[src/design/tgp_pkg.sv]
// Shared types and constants for the text glyph placer.
`timescale 1ns / 1ps

package tgp_pkg;

    localparam int TBL_DEPTH = 256;
    localparam int TBL_AW    = $clog2(TBL_DEPTH);

    typedef enum logic [1:0] {
        CMD_TEXT   = 2'd0,
        CMD_TBL_WR = 2'd1,
        CMD_PAGE   = 2'd2
    } t_cmd;

    typedef enum logic [1:0] {
        KIND_GLYPH = 2'd0,
        KIND_FULL  = 2'd1,
        KIND_END   = 2'd2
    } t_kind;

    typedef enum logic [1:0] {
        MODE_UTF8   = 2'd0,
        MODE_U16_BE = 2'd1,
        MODE_U16_LE = 2'd2
    } t_mode;

    typedef enum logic [2:0] {
        REG_CHARSET   = 3'd0,
        REG_LEFT_MARG = 3'd1,
        REG_LINE_W    = 3'd2,
        REG_LINE_H    = 3'd3,
        REG_ROWS      = 3'd4,
        REG_WIDE_W    = 3'd5
    } t_reg_idx;

    localparam logic [7:0]  CH_LF       = 8'h0a;
    localparam logic [7:0]  CH_CR       = 8'h0d;
    localparam logic [7:0]  CH_FF       = 8'hff;
    localparam logic [7:0]  CH_FE       = 8'hfe;
    localparam logic [7:0]  LEAD3_MASK  = 8'hf0;
    localparam logic [7:0]  LEAD3_VAL   = 8'he0;
    localparam logic [7:0]  LEAD2_MASK  = 8'he0;
    localparam logic [7:0]  LEAD2_VAL   = 8'hc0;
    localparam logic [15:0] U16_LF      = 16'h000a;
    localparam logic [15:0] U16_CR      = 16'h000d;
    localparam logic [15:0] U16_END_BE  = 16'hfffe;
    localparam logic [15:0] U16_END_LE  = 16'hfeff;
    localparam logic [15:0] U16_NARROW  = 16'h0080;
    localparam logic [7:0]  ROWS_MAX    = 8'hff;

    typedef struct packed {
        logic [1:0]  mode;
        logic [11:0] left_margin;
        logic [11:0] line_width;
        logic [7:0]  line_height;
        logic [7:0]  rows_per_page;
        logic [7:0]  wide_width;
    } t_cfg;

    typedef struct packed {
        logic [12:0] x;
        logic [15:0] y;
        logic [7:0]  rows;
    } t_pen;

    typedef struct packed {
        logic [1:0]  kind;
        logic [15:0] code;
        logic [12:0] x;
        logic [15:0] y;
        logic        last;
    } t_res;

    typedef struct packed {
        t_pen pen;
        logic closed;
        t_res res;
    } t_place;

endpackage

[src/design/text_glyph_placer_top.sv]
// Text glyph placer: UTF-8 / UTF-16 decode with greedy line wrap.
// Path: input register, decode, then the two-entry result queue to the ports.
// Throughput: one input beat per cycle while the result queue has room; a beat
// that makes two results (held FF flushed plus the next glyph) fills both entries.
// Reset (i_rst_n low, synchronous): config to defaults, page closed, pen,
// decoder state and result queue cleared; the width table is not cleared.
`timescale 1ns / 1ps

module text_glyph_placer_top
    import tgp_pkg::*;
(
    input  logic        i_clk,
    input  logic        i_rst_n,

    // input beat channel
    input  logic        i_valid,
    output logic        o_stall,
    input  logic [1:0]  i_cmd,
    input  logic [7:0]  i_text_byte,
    input  logic [7:0]  i_table_index,
    input  logic [7:0]  i_table_width,

    // result beat channel
    output logic        o_valid,
    input  logic        i_stall,
    output logic [1:0]  o_kind,
    output logic [15:0] o_code_point,
    output logic [12:0] o_x_pos,
    output logic [15:0] o_y_pos,
    output logic        o_last,

    // configuration port
    input  logic        psel,
    input  logic        penable,
    input  logic        pwrite,
    input  logic [4:0]  paddr,
    input  logic [31:0] pwdata,
    output logic [31:0] prdata,
    output logic        pready
);

    // ------------------------------------------------------------------
    // Configuration registers
    // ------------------------------------------------------------------
    t_cfg r_cfg;
    logic cfg_wr;

    assign pready = 1'b1;
    assign cfg_wr = psel && penable && pwrite;

    always_ff @(posedge i_clk) begin
        if (!i_rst_n) begin
            r_cfg.mode          <= MODE_UTF8;
            r_cfg.left_margin   <= '0;
            r_cfg.line_width    <= '0;
            r_cfg.line_height   <= '0;
            r_cfg.rows_per_page <= 8'd1;
            r_cfg.wide_width    <= '0;
        end else if (cfg_wr) begin
            unique case (paddr[4:2])
                REG_CHARSET:   r_cfg.mode          <= pwdata[1:0];
                REG_LEFT_MARG: r_cfg.left_margin   <= pwdata[11:0];
                REG_LINE_W:    r_cfg.line_width    <= pwdata[11:0];
                REG_LINE_H:    r_cfg.line_height   <= pwdata[7:0];
                REG_ROWS:      r_cfg.rows_per_page <= pwdata[7:0];
                REG_WIDE_W:    r_cfg.wide_width    <= pwdata[7:0];
                default: ;  // addresses past the register list are dropped
            endcase
        end
    end

    always_comb begin
        prdata = '0;
        unique case (paddr[4:2])
            REG_CHARSET:   prdata = 32'(r_cfg.mode);
            REG_LEFT_MARG: prdata = 32'(r_cfg.left_margin);
            REG_LINE_W:    prdata = 32'(r_cfg.line_width);
            REG_LINE_H:    prdata = 32'(r_cfg.line_height);
            REG_ROWS:      prdata = 32'(r_cfg.rows_per_page);
            REG_WIDE_W:    prdata = 32'(r_cfg.wide_width);
            default:       prdata = '0;
        endcase
    end

    // ------------------------------------------------------------------
    // Input register and width table.
    // The table is written and read on the accepting edge, so the read
    // data lines up with the beat in the input register. Writes land in
    // beat order, so a later byte always sees an earlier table write.
    // ------------------------------------------------------------------
    logic        in_acc;
    logic        go;
    logic        r_in_valid;
    logic [1:0]  r_cmd;
    logic [7:0]  r_byte;
    logic [7:0]  r_tidx;
    logic [7:0]  r_twid;
    logic [7:0]  r_rdw;

    logic [7:0]  r_tbl [TBL_DEPTH];

    assign o_stall = r_in_valid && !go;
    assign in_acc  = i_valid && !o_stall;

    always_ff @(posedge i_clk) begin
        if (in_acc) begin
            if (i_cmd == CMD_TBL_WR) begin
                r_tbl[i_table_index[TBL_AW-1:0]] <= i_table_width;
            end
            r_rdw <= r_tbl[i_text_byte[TBL_AW-1:0]];
        end
    end

    always_ff @(posedge i_clk) begin
        if (in_acc) begin
            r_cmd  <= i_cmd;
            r_byte <= i_text_byte;
            r_tidx <= i_table_index;
            r_twid <= i_table_width;
        end
    end

    always_ff @(posedge i_clk) begin
        if (!i_rst_n) begin
            r_in_valid <= 1'b0;
        end else if (in_acc) begin
            r_in_valid <= 1'b1;
        end else if (go) begin
            r_in_valid <= 1'b0;
        end
    end

    // ------------------------------------------------------------------
    // Layout and decoder state
    // ------------------------------------------------------------------
    t_pen        r_pen,  n_pen;
    logic        r_open, n_open;
    logic [1:0]  r_bl,   n_bl;      // UTF-8 continuation bytes still due
    logic [15:0] r_acc,  n_acc;     // UTF-8 code being assembled
    logic [7:0]  r_hu,   n_hu;      // first byte of a UTF-16 unit
    logic [7:0]  r_hw,   n_hw;      // table width of that first byte
    logic        r_hp,   n_hp;      // second byte of a unit is next
    logic        r_sw,   n_sw;      // drop an LF right after a new line
    logic        r_pff,  n_pff;     // UTF-8 FF held for the end check
    logic [7:0]  r_ffw;             // shadow of the table entry for FF

    t_res        res_buf [2];
    logic [1:0]  res_cnt;

    function automatic logic [7:0] f_bump(input logic [7:0] rows);
        f_bump = (rows == ROWS_MAX) ? ROWS_MAX : rows + 8'd1;
    endfunction

    function automatic t_res f_res(input logic [1:0] kind, input logic [15:0] code,
                                   input t_pen p);
        t_res r;
        r.kind = kind;
        r.code = code;
        r.x    = p.x;
        r.y    = p.y;
        r.last = 1'b0;
        return r;
    endfunction

    // Place one glyph: wrap when it crosses the right edge, close the page
    // when the wrap runs out of rows.
    function automatic t_place f_place(input t_pen p, input logic [15:0] code,
                                       input logic [7:0] w, input t_cfg c);
        t_place      r;
        logic [13:0] lim;
        logic [13:0] sum;
        r.pen    = p;
        r.closed = 1'b0;
        lim = 14'(c.left_margin) + 14'(c.line_width);
        sum = 14'(p.x) + 14'(w);
        if (sum > lim) begin
            r.pen.rows = f_bump(p.rows);
            if (r.pen.rows >= c.rows_per_page) begin
                r.closed = 1'b1;
            end else begin
                r.pen.x = 13'(c.left_margin);
                r.pen.y = p.y + 16'(c.line_height);
            end
        end
        if (r.closed) begin
            r.res = f_res(KIND_FULL, 16'd0, r.pen);
        end else begin
            r.res   = f_res(KIND_GLYPH, code, r.pen);
            r.pen.x = r.pen.x + 13'(w);
        end
        return r;
    endfunction

    always_comb begin : proc_beat
        t_place      pl;
        logic        done;
        logic        closed;
        logic        big;
        logic [15:0] unit;
        logic [7:0]  uw;

        n_pen   = r_pen;
        n_open  = r_open;
        n_bl    = r_bl;
        n_acc   = r_acc;
        n_hu    = r_hu;
        n_hw    = r_hw;
        n_hp    = r_hp;
        n_sw    = r_sw;
        n_pff   = r_pff;
        res_buf[0] = '0;
        res_buf[1] = '0;
        res_cnt = 2'd0;
        pl      = '0;
        done    = 1'b0;
        closed  = 1'b0;
        big     = (r_cfg.mode == MODE_U16_BE);
        unit    = big ? {r_hu, r_byte} : {r_byte, r_hu};
        uw      = big ? r_rdw : r_hw;

        unique case (r_cmd)
            CMD_TBL_WR: begin
                // keep the held UTF-16 byte's width current
                if (r_tidx == r_hu) begin
                    n_hw = r_twid;
                end
            end
            CMD_PAGE: begin
                n_pen.x    = 13'(r_cfg.left_margin);
                n_pen.y    = '0;
                n_pen.rows = '0;
                n_open     = 1'b1;
                n_bl       = '0;
                n_acc      = '0;
                n_hu       = '0;
                n_hp       = 1'b0;
                n_sw       = 1'b0;
                n_pff      = 1'b0;
            end
            CMD_TEXT: begin
                if (r_open) begin
                    unique case (r_cfg.mode)
                        MODE_UTF8: begin
                            if (r_bl != 2'd0) begin
                                // any byte counts as continuation here
                                n_acc = {r_acc[9:0], r_byte[5:0]};
                                n_bl  = r_bl - 2'd1;
                                if (n_bl == 2'd0) begin
                                    pl = f_place(n_pen, n_acc, r_cfg.wide_width, r_cfg);
                                    n_pen = pl.pen;
                                    closed = pl.closed;
                                    res_buf[res_cnt[0]] = pl.res;
                                    res_cnt = res_cnt + 2'd1;
                                end
                            end else begin
                                if (r_sw) begin
                                    n_sw = 1'b0;
                                    if (r_byte == CH_LF) begin
                                        done = 1'b1;
                                    end
                                end
                                if (!done && r_pff) begin
                                    n_pff = 1'b0;
                                    if (r_byte == CH_FE) begin
                                        closed = 1'b1;
                                        done   = 1'b1;
                                        res_buf[res_cnt[0]] = f_res(KIND_END, 16'd0, n_pen);
                                        res_cnt = res_cnt + 2'd1;
                                    end else begin
                                        // flush the held FF as a narrow glyph
                                        pl = f_place(n_pen, 16'(CH_FF), r_ffw, r_cfg);
                                        n_pen = pl.pen;
                                        res_buf[res_cnt[0]] = pl.res;
                                        res_cnt = res_cnt + 2'd1;
                                        if (pl.closed) begin
                                            closed = 1'b1;
                                            done   = 1'b1;
                                        end
                                    end
                                end
                                if (!done) begin
                                    if (r_byte == CH_LF || r_byte == CH_CR) begin
                                        n_pen.rows = f_bump(n_pen.rows);
                                        n_pen.x    = 13'(r_cfg.left_margin);
                                        n_pen.y    = n_pen.y + 16'(r_cfg.line_height);
                                        n_sw       = 1'b1;
                                        if (n_pen.rows >= r_cfg.rows_per_page) begin
                                            closed = 1'b1;
                                            res_buf[res_cnt[0]] =
                                                f_res(KIND_FULL, 16'd0, n_pen);
                                            res_cnt = res_cnt + 2'd1;
                                        end
                                    end else if (r_byte == CH_FF) begin
                                        n_pff = 1'b1;
                                    end else if ((r_byte & LEAD3_MASK) == LEAD3_VAL) begin
                                        n_acc = {12'd0, r_byte[3:0]};
                                        n_bl  = 2'd2;
                                    end else if ((r_byte & LEAD2_MASK) == LEAD2_VAL) begin
                                        n_acc = {11'd0, r_byte[4:0]};
                                        n_bl  = 2'd1;
                                    end else begin
                                        pl = f_place(n_pen, 16'(r_byte), r_rdw, r_cfg);
                                        n_pen = pl.pen;
                                        closed = pl.closed;
                                        res_buf[res_cnt[0]] = pl.res;
                                        res_cnt = res_cnt + 2'd1;
                                    end
                                end
                            end
                        end
                        MODE_U16_BE, MODE_U16_LE: begin
                            if (!r_hp) begin
                                n_hu = r_byte;
                                n_hw = r_rdw;
                                n_hp = 1'b1;
                            end else begin
                                n_hp = 1'b0;
                                if (r_sw) begin
                                    n_sw = 1'b0;
                                    if (unit == U16_LF) begin
                                        done = 1'b1;
                                    end
                                end
                                if (!done) begin
                                    if (unit == U16_CR || unit == U16_LF) begin
                                        n_pen.rows = f_bump(n_pen.rows);
                                        n_pen.x    = 13'(r_cfg.left_margin);
                                        n_pen.y    = n_pen.y + 16'(r_cfg.line_height);
                                        n_sw       = 1'b1;
                                        if (n_pen.rows >= r_cfg.rows_per_page) begin
                                            closed = 1'b1;
                                            res_buf[res_cnt[0]] =
                                                f_res(KIND_FULL, 16'd0, n_pen);
                                            res_cnt = res_cnt + 2'd1;
                                        end
                                    end else if ((big && unit == U16_END_BE) ||
                                                 (!big && unit == U16_END_LE)) begin
                                        closed = 1'b1;
                                        res_buf[res_cnt[0]] = f_res(KIND_END, 16'd0, n_pen);
                                        res_cnt = res_cnt + 2'd1;
                                    end else begin
                                        pl = f_place(n_pen, unit,
                                                     (unit < U16_NARROW) ? uw
                                                                         : r_cfg.wide_width,
                                                     r_cfg);
                                        n_pen = pl.pen;
                                        closed = pl.closed;
                                        res_buf[res_cnt[0]] = pl.res;
                                        res_cnt = res_cnt + 2'd1;
                                    end
                                end
                            end
                        end
                        default: ;  // unused charset code: drop the byte
                    endcase
                end
            end
            default: ;  // unused command code: drop the beat
        endcase

        // a closed page drops every partial sequence
        if (closed) begin
            n_open = 1'b0;
            n_bl   = '0;
            n_acc  = '0;
            n_hu   = '0;
            n_hp   = 1'b0;
            n_sw   = 1'b0;
            n_pff  = 1'b0;
        end

        if (res_cnt == 2'd2) begin
            res_buf[1].last = 1'b1;
        end else if (res_cnt == 2'd1) begin
            res_buf[0].last = 1'b1;
        end
    end

    // ------------------------------------------------------------------
    // Result queue: two entries, head drives the output ports. A beat
    // advances out of the input register only when its results fit.
    // ------------------------------------------------------------------
    t_res       r_q [2];
    t_res       n_q [2];
    logic [1:0] r_qcnt, n_qcnt;
    logic       pop;
    logic [1:0] cnt_after;

    assign o_valid      = (r_qcnt != 2'd0);
    assign pop          = o_valid && !i_stall;
    assign cnt_after    = r_qcnt - {1'b0, pop};
    assign go           = r_in_valid && (res_cnt <= (2'd2 - cnt_after));

    assign o_kind       = r_q[0].kind;
    assign o_code_point = r_q[0].code;
    assign o_x_pos      = r_q[0].x;
    assign o_y_pos      = r_q[0].y;
    assign o_last       = r_q[0].last;

    always_comb begin
        n_q[0] = r_q[0];
        n_q[1] = r_q[1];
        if (pop) begin
            n_q[0] = r_q[1];
        end
        if (go) begin
            if (res_cnt == 2'd2) begin
                n_q[0] = res_buf[0];
                n_q[1] = res_buf[1];
            end else if (res_cnt == 2'd1) begin
                n_q[cnt_after[0]] = res_buf[0];
            end
        end
        n_qcnt = cnt_after + (go ? res_cnt : 2'd0);
    end

    always_ff @(posedge i_clk) begin
        r_q[0] <= n_q[0];
        r_q[1] <= n_q[1];
    end

    // payload-like state: no reset needed
    always_ff @(posedge i_clk) begin
        if (go) begin
            r_hw <= n_hw;
            if (r_cmd == CMD_TBL_WR && r_tidx[TBL_AW-1:0] == CH_FF[TBL_AW-1:0]) begin
                r_ffw <= r_twid;
            end
        end
    end

    always_ff @(posedge i_clk) begin
        if (!i_rst_n) begin
            r_qcnt <= '0;
            r_pen  <= '0;
            r_open <= 1'b0;
            r_bl   <= '0;
            r_acc  <= '0;
            r_hu   <= '0;
            r_hp   <= 1'b0;
            r_sw   <= 1'b0;
            r_pff  <= 1'b0;
        end else begin
            r_qcnt <= n_qcnt;
            if (go) begin
                r_pen  <= n_pen;
                r_open <= n_open;
                r_bl   <= n_bl;
                r_acc  <= n_acc;
                r_hu   <= n_hu;
                r_hp   <= n_hp;
                r_sw   <= n_sw;
                r_pff  <= n_pff;
            end
        end
    end

endmodule
[config.mk]
export PLATFORM = sky130hd
export DESIGN_NAME = text_glyph_placer_top
export DESIGN_NICKNAME = d
export VERILOG_FILES = /design/src/design/tgp_pkg.sv /design/src/design/text_glyph_placer_top.sv
export SDC_FILE = /design/constraint.sdc
export NUM_CORES = 2
export LEC_CHECK = 0
export ABC_AREA = 0
export BUFFER_PORTS_ARGS = -buffer_cell sky130_fd_sc_hd__buf_2
export CAP_MARGIN = 20
export CORE_ASPECT_RATIO = 0.5
export CORE_MARGIN = 1
export CORE_UTILIZATION = 35
export CTS_CLUSTER_SIZE = 20
export DETAILED_ROUTE_END_ITERATION = 16
export GPL_ROUTABILITY_DRIVEN = 0
export PLACE_DENSITY_LB_ADDON = 0.15
export RECOVER_POWER = 25
export SYNTH_ARGS = -nofsm -noshare
export SYNTH_HDL_FRONTEND = slang
export SYNTH_SLANG_ARGS = --single-unit
[constraint.sdc]
create_clock -name i_clk -period 11.65 [get_ports i_clk]
set_input_delay 1.165 -clock i_clk [delete_from_list [all_inputs] [get_ports i_clk]]
set_output_delay 1.165 -clock i_clk [all_outputs]
set_load 0.1 [all_outputs]
# --- After elaboration in Yosys (flattened, before gate mapping) ---
# Memory sizes are Yosys's and may differ from the RTL's. A register that Yosys moved wholly into a read port is not among the register bits.
# Cells that the tools add are included.
classes:
  add_sub_neg: 18
  order_cmp: 12
  eq_ne: 49
  n_mux: 234
  n_bitwise: 2
  n_reduce_logical: 48
ops:
  columns: ["cell", "n"]
  rows:
  - ["two-way mux 48 bit", 25]
  - ["two-way mux 38 bit", 31]
  - ["two-way mux 96 bit", 11]
  - ["two-way mux 37 bit", 18]
  - ["bitwise mux 96 bit", 3]
  - ["two-way mux 47 bit", 6]
  - ["one-hot mux 37 bit (2 select lines)", 2]
  - ["demux 48 bit (select 1 bit)", 2]
  - ["two-way mux 8 bit", 12]
  - ["one-hot mux 48 bit (2 select lines)", 1]
  - ["two-way mux 10 bit", 9]
  - ["one-hot mux 12 bit (6 select lines)", 1]
  - ["two-way mux 1 bit", 70]
  - ["two-way mux 29 bit", 2]
  - ["adder 13 x 8 -> 14 bit", 4]
  - ["adder 13 x 8 -> 13 bit", 4]
  - ["two-way mux 13 bit", 4]
  - ["two-way mux 2 bit", 26]
  - ["> comparator 14 bit", 3]
  - ["equality test 8 bit (second input constant)", 5]
  - ["!= test 4 bit (second input constant)", 10]
  - ["adder 16 x 8 -> 16 bit", 2]
  - ["equality test 16 bit (second input constant)", 2]
  - ["equality test 16 x 4 -> 1 bit (second input constant)", 2]
  - ["other kinds (44)", 108]
totals:
  reg_bits: 156
  ram_bits: 2144
  inputBits: 70
  output_inout_bits: 83
  word_cells: 389
  n_memories: 2
memory_table:
  columns: ["memory", "depth", "word_bits", "rd", "rd_ports_with_merged_regs", "write_ports", "line", "text"]
  rows:
  - ["r_tbl", 256, 8, 1, 1, 1, "text_glyph_placer_top.sv:100", "logic [7:0] r_tbl [TBL_DEPTH];"]
  - ["r_q", 2, 48, 2, 0, 2, "text_glyph_placer_top.sv:383", "t_res r_q [2];"]

# --- Logic depth before layout (Yosys ltp) ---
logic_depth:
  depth_word: 62
  ltp_mapped: 57
  depth_no_buf: 55

# --- Least setup slack after synthesis ---
# No wires, ideal clock.
synth_path:
  kind: "flip-flop to flip-flop"
  start: "reg r_cfg[37] (netlist name)"
  end: "mem r_q[0][48] (netlist name) (enable)"
  setup_ps: 454
  arrival_time_ps: 10171
  t_required_ps: 11196
  slack_ps: 1025
  stages_incl_launch_ff: 47
  n_path_buf: 3
  synth_period_minus_slack_ps: 10625
  path_cell_list: "dfxtp_1 clkbuf_1 inv_1 fa_1 nand2b_1 a211oi_1 o31ai_1 a21oi_1 o21ai_0 nor2b_1 ha_1 nand2_1 or2_2 a211o_1 a21o_1 nor2_1 clkbuf_1 clkbuf_1 (+11 left out) o21ai_0 nand2b_1 a21oi_1 nor2b_1 o21ai_0 nand2b_1 a21o_1 ha_1 o21ai_0 a21oi_1 o21ai_0 nand2_1 nand2_1 ha_1 nor2b_1 o21ai_0 nand2_1 nor2_1"
synth_rtl:
  columns: ["element", "line"]
  rows:
  - ["end, declared", "text_glyph_placer_top.sv:383"]

# --- Final worst setup path ---
layout_path:
  start: "reg r_cfg[24] (netlist name)"
  end: "reg r_pen[35] (netlist name)"
layout_between:
  elab_chain_cells: 40
  elab_cells_between_ends: 88
  classes_between: "7 x add/sub; 6 x order compare; 1 x eq/ne; 72 x mux; 2 x reduce/logical"
layout_rtl:
  columns: ["element", "line", "text"]
  rows:
  - ["start, declared", "text_glyph_placer_top.sv:45", "t_cfg r_cfg;"]
  - ["adder 12 x 12 -> 13 bit *", "text_glyph_placer_top.sv:174", "lim = 14'(c.left_margin) + 14'(c.line_width);"]
  - ["> comparator 14 bit", "text_glyph_placer_top.sv:176", "if (sum > lim) begin"]
  - ["two-way mux 38 bit", "text_glyph_placer_top.sv:176", null]
  - ["two-way mux 38 bit", "text_glyph_placer_top.sv:264", "if (r_byte == CH_FE) begin"]
  - ["two-way mux 38 bit", "text_glyph_placer_top.sv:262", "if (!done && r_pff) begin"]
  - ["two-way mux 38 bit", "text_glyph_placer_top.sv:244", "if (r_bl != 2'd0) begin"]
  - ["two-way mux 38 bit", "text_glyph_placer_top.sv:242", "unique case (r_cfg.mode)"]
  - ["two-way mux 38 bit", "text_glyph_placer_top.sv:241", "if (r_open) begin"]
  - ["(+24 left out)", null, null]
  - ["two-way mux 37 bit", "text_glyph_placer_top.sv:295", "end else if ((r_byte & LEAD3_MASK) == LEAD3_VAL) begin"]
  - ["two-way mux 37 bit", "text_glyph_placer_top.sv:293", "end else if (r_byte == CH_FF) begin"]
  - ["two-way mux 37 bit", "text_glyph_placer_top.sv:282", "if (r_byte == CH_LF || r_byte == CH_CR) begin"]
  - ["two-way mux 37 bit", "text_glyph_placer_top.sv:281", "if (!done) begin"]
  - ["two-way mux 37 bit", "text_glyph_placer_top.sv:244", null]
  - ["one-hot mux 37 bit (2 select lines)", "text_glyph_placer_top.sv:242", null]
  - ["two-way mux 37 bit", "text_glyph_placer_top.sv:241", null]
  - ["one-hot mux 37 bit (2 select lines)", "text_glyph_placer_top.sv:221", "unique case (r_cmd)"]
  - ["end signal, assigned", "text_glyph_placer_top.sv:446", "r_pen <= n_pen;"]
  - ["end, declared", "text_glyph_placer_top.sv:136", "t_pen r_pen, n_pen;"]
# Every way passes the cells marked *; elsewhere a longest branch is shown, timed or not. The select of a mux whose other input is x is not followed.
# A chain may end at the register's enable or synchronous reset.

==> impl_metrics.json <==
{
  "root_buffer": "clkbuf_16",
  "endpoint_kind": "flip-flop",
  "wl_mm": 308,
  "start_util": 0.353,
  "die_h_microns": 386,
  "slew_headroom": -4.68,
  "ys_seq_elements": 2308,
  "status": "finished, violations left",
  "hold_depth": 0,
  "synth_most_common_cell": "edfxtp_1",
  "synth_common_cells": "edfxtp_1 (2146), mux4_2 (681), nor2_1 (563)",
  "synth_edf_count": 2146,
  "setup_violations": 0,
  "slew_violations": 1621,
  "power.leakage_nw": 37.6,
  "worst_slack_ns": 0.632,
  "cts_sinks": 2308,
  "crit_required_ns": 12.42,
  "cp_data_arrival_time_ns": 11.79,
  "crit_path_start_kind": "flip-flop",
  "yosys_warnings": 0,
  "fillers": 26500,
  "syn_to_final_growth_pct": 13.3,
  "powerDensity_nw_per_um2": 163,
  "yosys.area.top_type": "edfxtp_1",
  "nets": 6971,
  "antenna_found_initial": 17,
  "rows": 140,
  "path_buf_inv": 5,
  "drc": 0,
  "grt_pass1_vias": 60600,
  "ys_types": 98,
  "worstHoldPathType": "flip-flop to flip-flop",
  "grt_max_degree": 167,
  "portBuffers": 109,
  "route.vias.total": 61100,
  "routedWlPerCell_microns": 28.5,
  "drt_first_iter_violations": 7186,
  "synthTopCellsByArea": "edfxtp_1 (62%), mux4_2 (15%), dfxtp_1 (3.1%), nor2_1 (2.0%), ha_1 (2.0%)",
  "preCtsSetupSlack_ns": 0.241,
  "ant_nets": 0,
  "clk_pin_slew_ns": 0.06,
  "worst_path_largest_cell_delay_ns": 0.40,
  "netlist_instances": 6404,
  "pin_count": 153,
  "cts_tree": "built",
  "rsz0062_at_grt": "false",
  "clockBufferDepth": 4,
  "peakVddDrop_v": 0.000205,
  "final.setup.tns_ns": 0,
  "worst-path-stages": 53,
  "violations": "max-capacitance violations, max-slew violations",
  "cp_common_cell": "a21o_1",
  "tightest_slew_ns": 8.52,
  "ff2ff_path_depth": 53,
  "fin_skew_ns": 0.0987,
  "core-area_sq_um": 293000,
  "synthFlopType": "edfxtp_1",
  "finalCriticalPeriod_ns": 11.02,
  "synthArstFlopShare": 0,
  "crit_slowest_cell": "a311oi_4",
  "cp_max_fo": 5,
  "die_w_microns": 771,
  "crit_type": "flip-flop to flip-flop",
  "numCtsBuffers": 220,
  "grt.total_usage": 0.202,
  "drt-pass1-iter-count": 9,
  "htreeDepth": 4,
  "synth_area_sq_um": 103000,
  "dp_hpwl_mm": 203,
  "crit_family": "compound AO/OA/AOI/OAI gates",
  "cap_violations": 20,
  "overflow": 0,
  "final.period_utilization": 0.946,
  "routed_via_density": 5.65,
  "grt_pass1_wl_mm": 440,
  "syn_avg_cell_area_sq_um": 16.1,
  "fmax_mhz": 90.8,
  "synth_top_cell_area_share": 0.623,
  "postCtsHoldBufs": 0,
  "dieArea_sq_um": 298000,
  "final-hold-violation-count": 0,
  "drive_above_1_share": 0.237,
  "clk_latency_ns": 0.91,
  "seq_area_frac_synth": 0.655
}
metrics by stage:
stage,utilization,cells,power [mW],cell area (sq um),hold WS [ns]
6_report,0.400,10800,19.1,117000,0.467
5_1_grt,0.400,10800,19.7,117000,0.475
4_1_cts,0.400,10800,19.2,117000,0.465
3_5_place_dp,0.377,10400,12.3,110000,0.441
3_3_place_gp,0.377,10400,12.2,110000,0.445
2_1_floorplan,-,6423,11.5,103000,0.426
power by group:
part | total, mW | leakage [nW] | internal, mW | switching, mW
logic | 2.86 | 13.8 | 0.818 | 2.05
clock network | 6.95 | 3.30 | 3.81 | 3.13
registers | 9.29 | 20.6 | 9.20 | 0.0982
total | 19.1 | 37.6 | 13.8 | 5.28
cell type report:
| cell class | instances | area, sq um | area share |
|---|---|---|---|
| sequential | 2308 | 67700 | 0.578 |
| multi-input combinational | 3538 | 33500 | 0.286 |
| clock buffer | 280 | 5780 | 0.0494 |
| tap | 3905 | 4890 | 0.0417 |
| timing repair buffer | 553 | 3920 | 0.0335 |
| clock inverter | 113 | 967 | 0.00826 |
| inverter | 103 | 387 | 0.00330 |
| antenna | 6 | 15.0 | 0.000128 |
per-layer routing:
layer | vias up | global-route usage | part of all wire
li1 | 26100 | - | -
met1 | 31900 | 0.289 | 0.44
met2 | 2491 | 0.323 | 0.46
met3 | 578 | 0.0333 | 0.068
met4 | 2 | 0.0548 | 0.032
met5 | - | 0 | 0.000042
cell usage in the layout (no fill, tap or decap), types with 97 or more instances in the layout:
master	count
clkbuf_16	221
nand3_1	98
dfxtp_1	162
mux4_2	681
o21ai_0	215
xnor2_1	101
ha_1	164
nand2_1	354
nor2_1	557
inv_1	97
buf_4	427
mux2i_1	124
edfxtp_1	2146
a21oi_1	247
sequential cells by signal, indices dropped and copies added (netlist names):
register and cells:
r_pff 1, r_q 96, r_cmd 2, r_qcnt 2
r_sw 1, r_ffw 8, r_hu 8, r_byte 8
r_pen 37, r_rdw 8, r_hp 1, r_bl 2
r_acc 10, r_cfg 50, r_tbl 2048, r_tidx 8
r_hw 8, r_open 1, r_in_valid 1, r_twid 8
final timing paths:
kind	slack (ns)	to	start
min	0.47	r_ffw[3]$_DFFE_PP_	r_twid[3]$_DFFE_PP_
max reg2reg	0.63	r_pen[35]$_SDFFE_PN0P_	r_cfg[24]$_SDFFE_PN0P_
min reg2reg	0.47	r_ffw[3]$_DFFE_PP_	r_twid[3]$_DFFE_PP_
max	0.63	r_pen[35]$_SDFFE_PN0P_	r_cfg[24]$_SDFFE_PN0P_
repair_timing:
item                       4_1_cts  5_1_grt
resized for setup                0       30
setup endpoints to repair        0      639
buffers inserted                 0        4
kinds of logic (layout without fill, tap and decap cells):
family / after synthesis / count (layout) / share of synthesized area
simple gates: 1342 / 1342 / 0.0577
buf+inv: 577 / 1049 / 0.0237
compound gates: 980 / 980 / 0.0618
xor+xnor: 159 / 159 / 0.0135
flops: 2308 / 2308 / 0.655
fa+ha+maj: 177 / 177 / 0.0222
mux: 859 / 859 / 0.166
other cells: 2 / 27 / 0.0000726
Note: power is estimated with default switching activity, not from simulation.
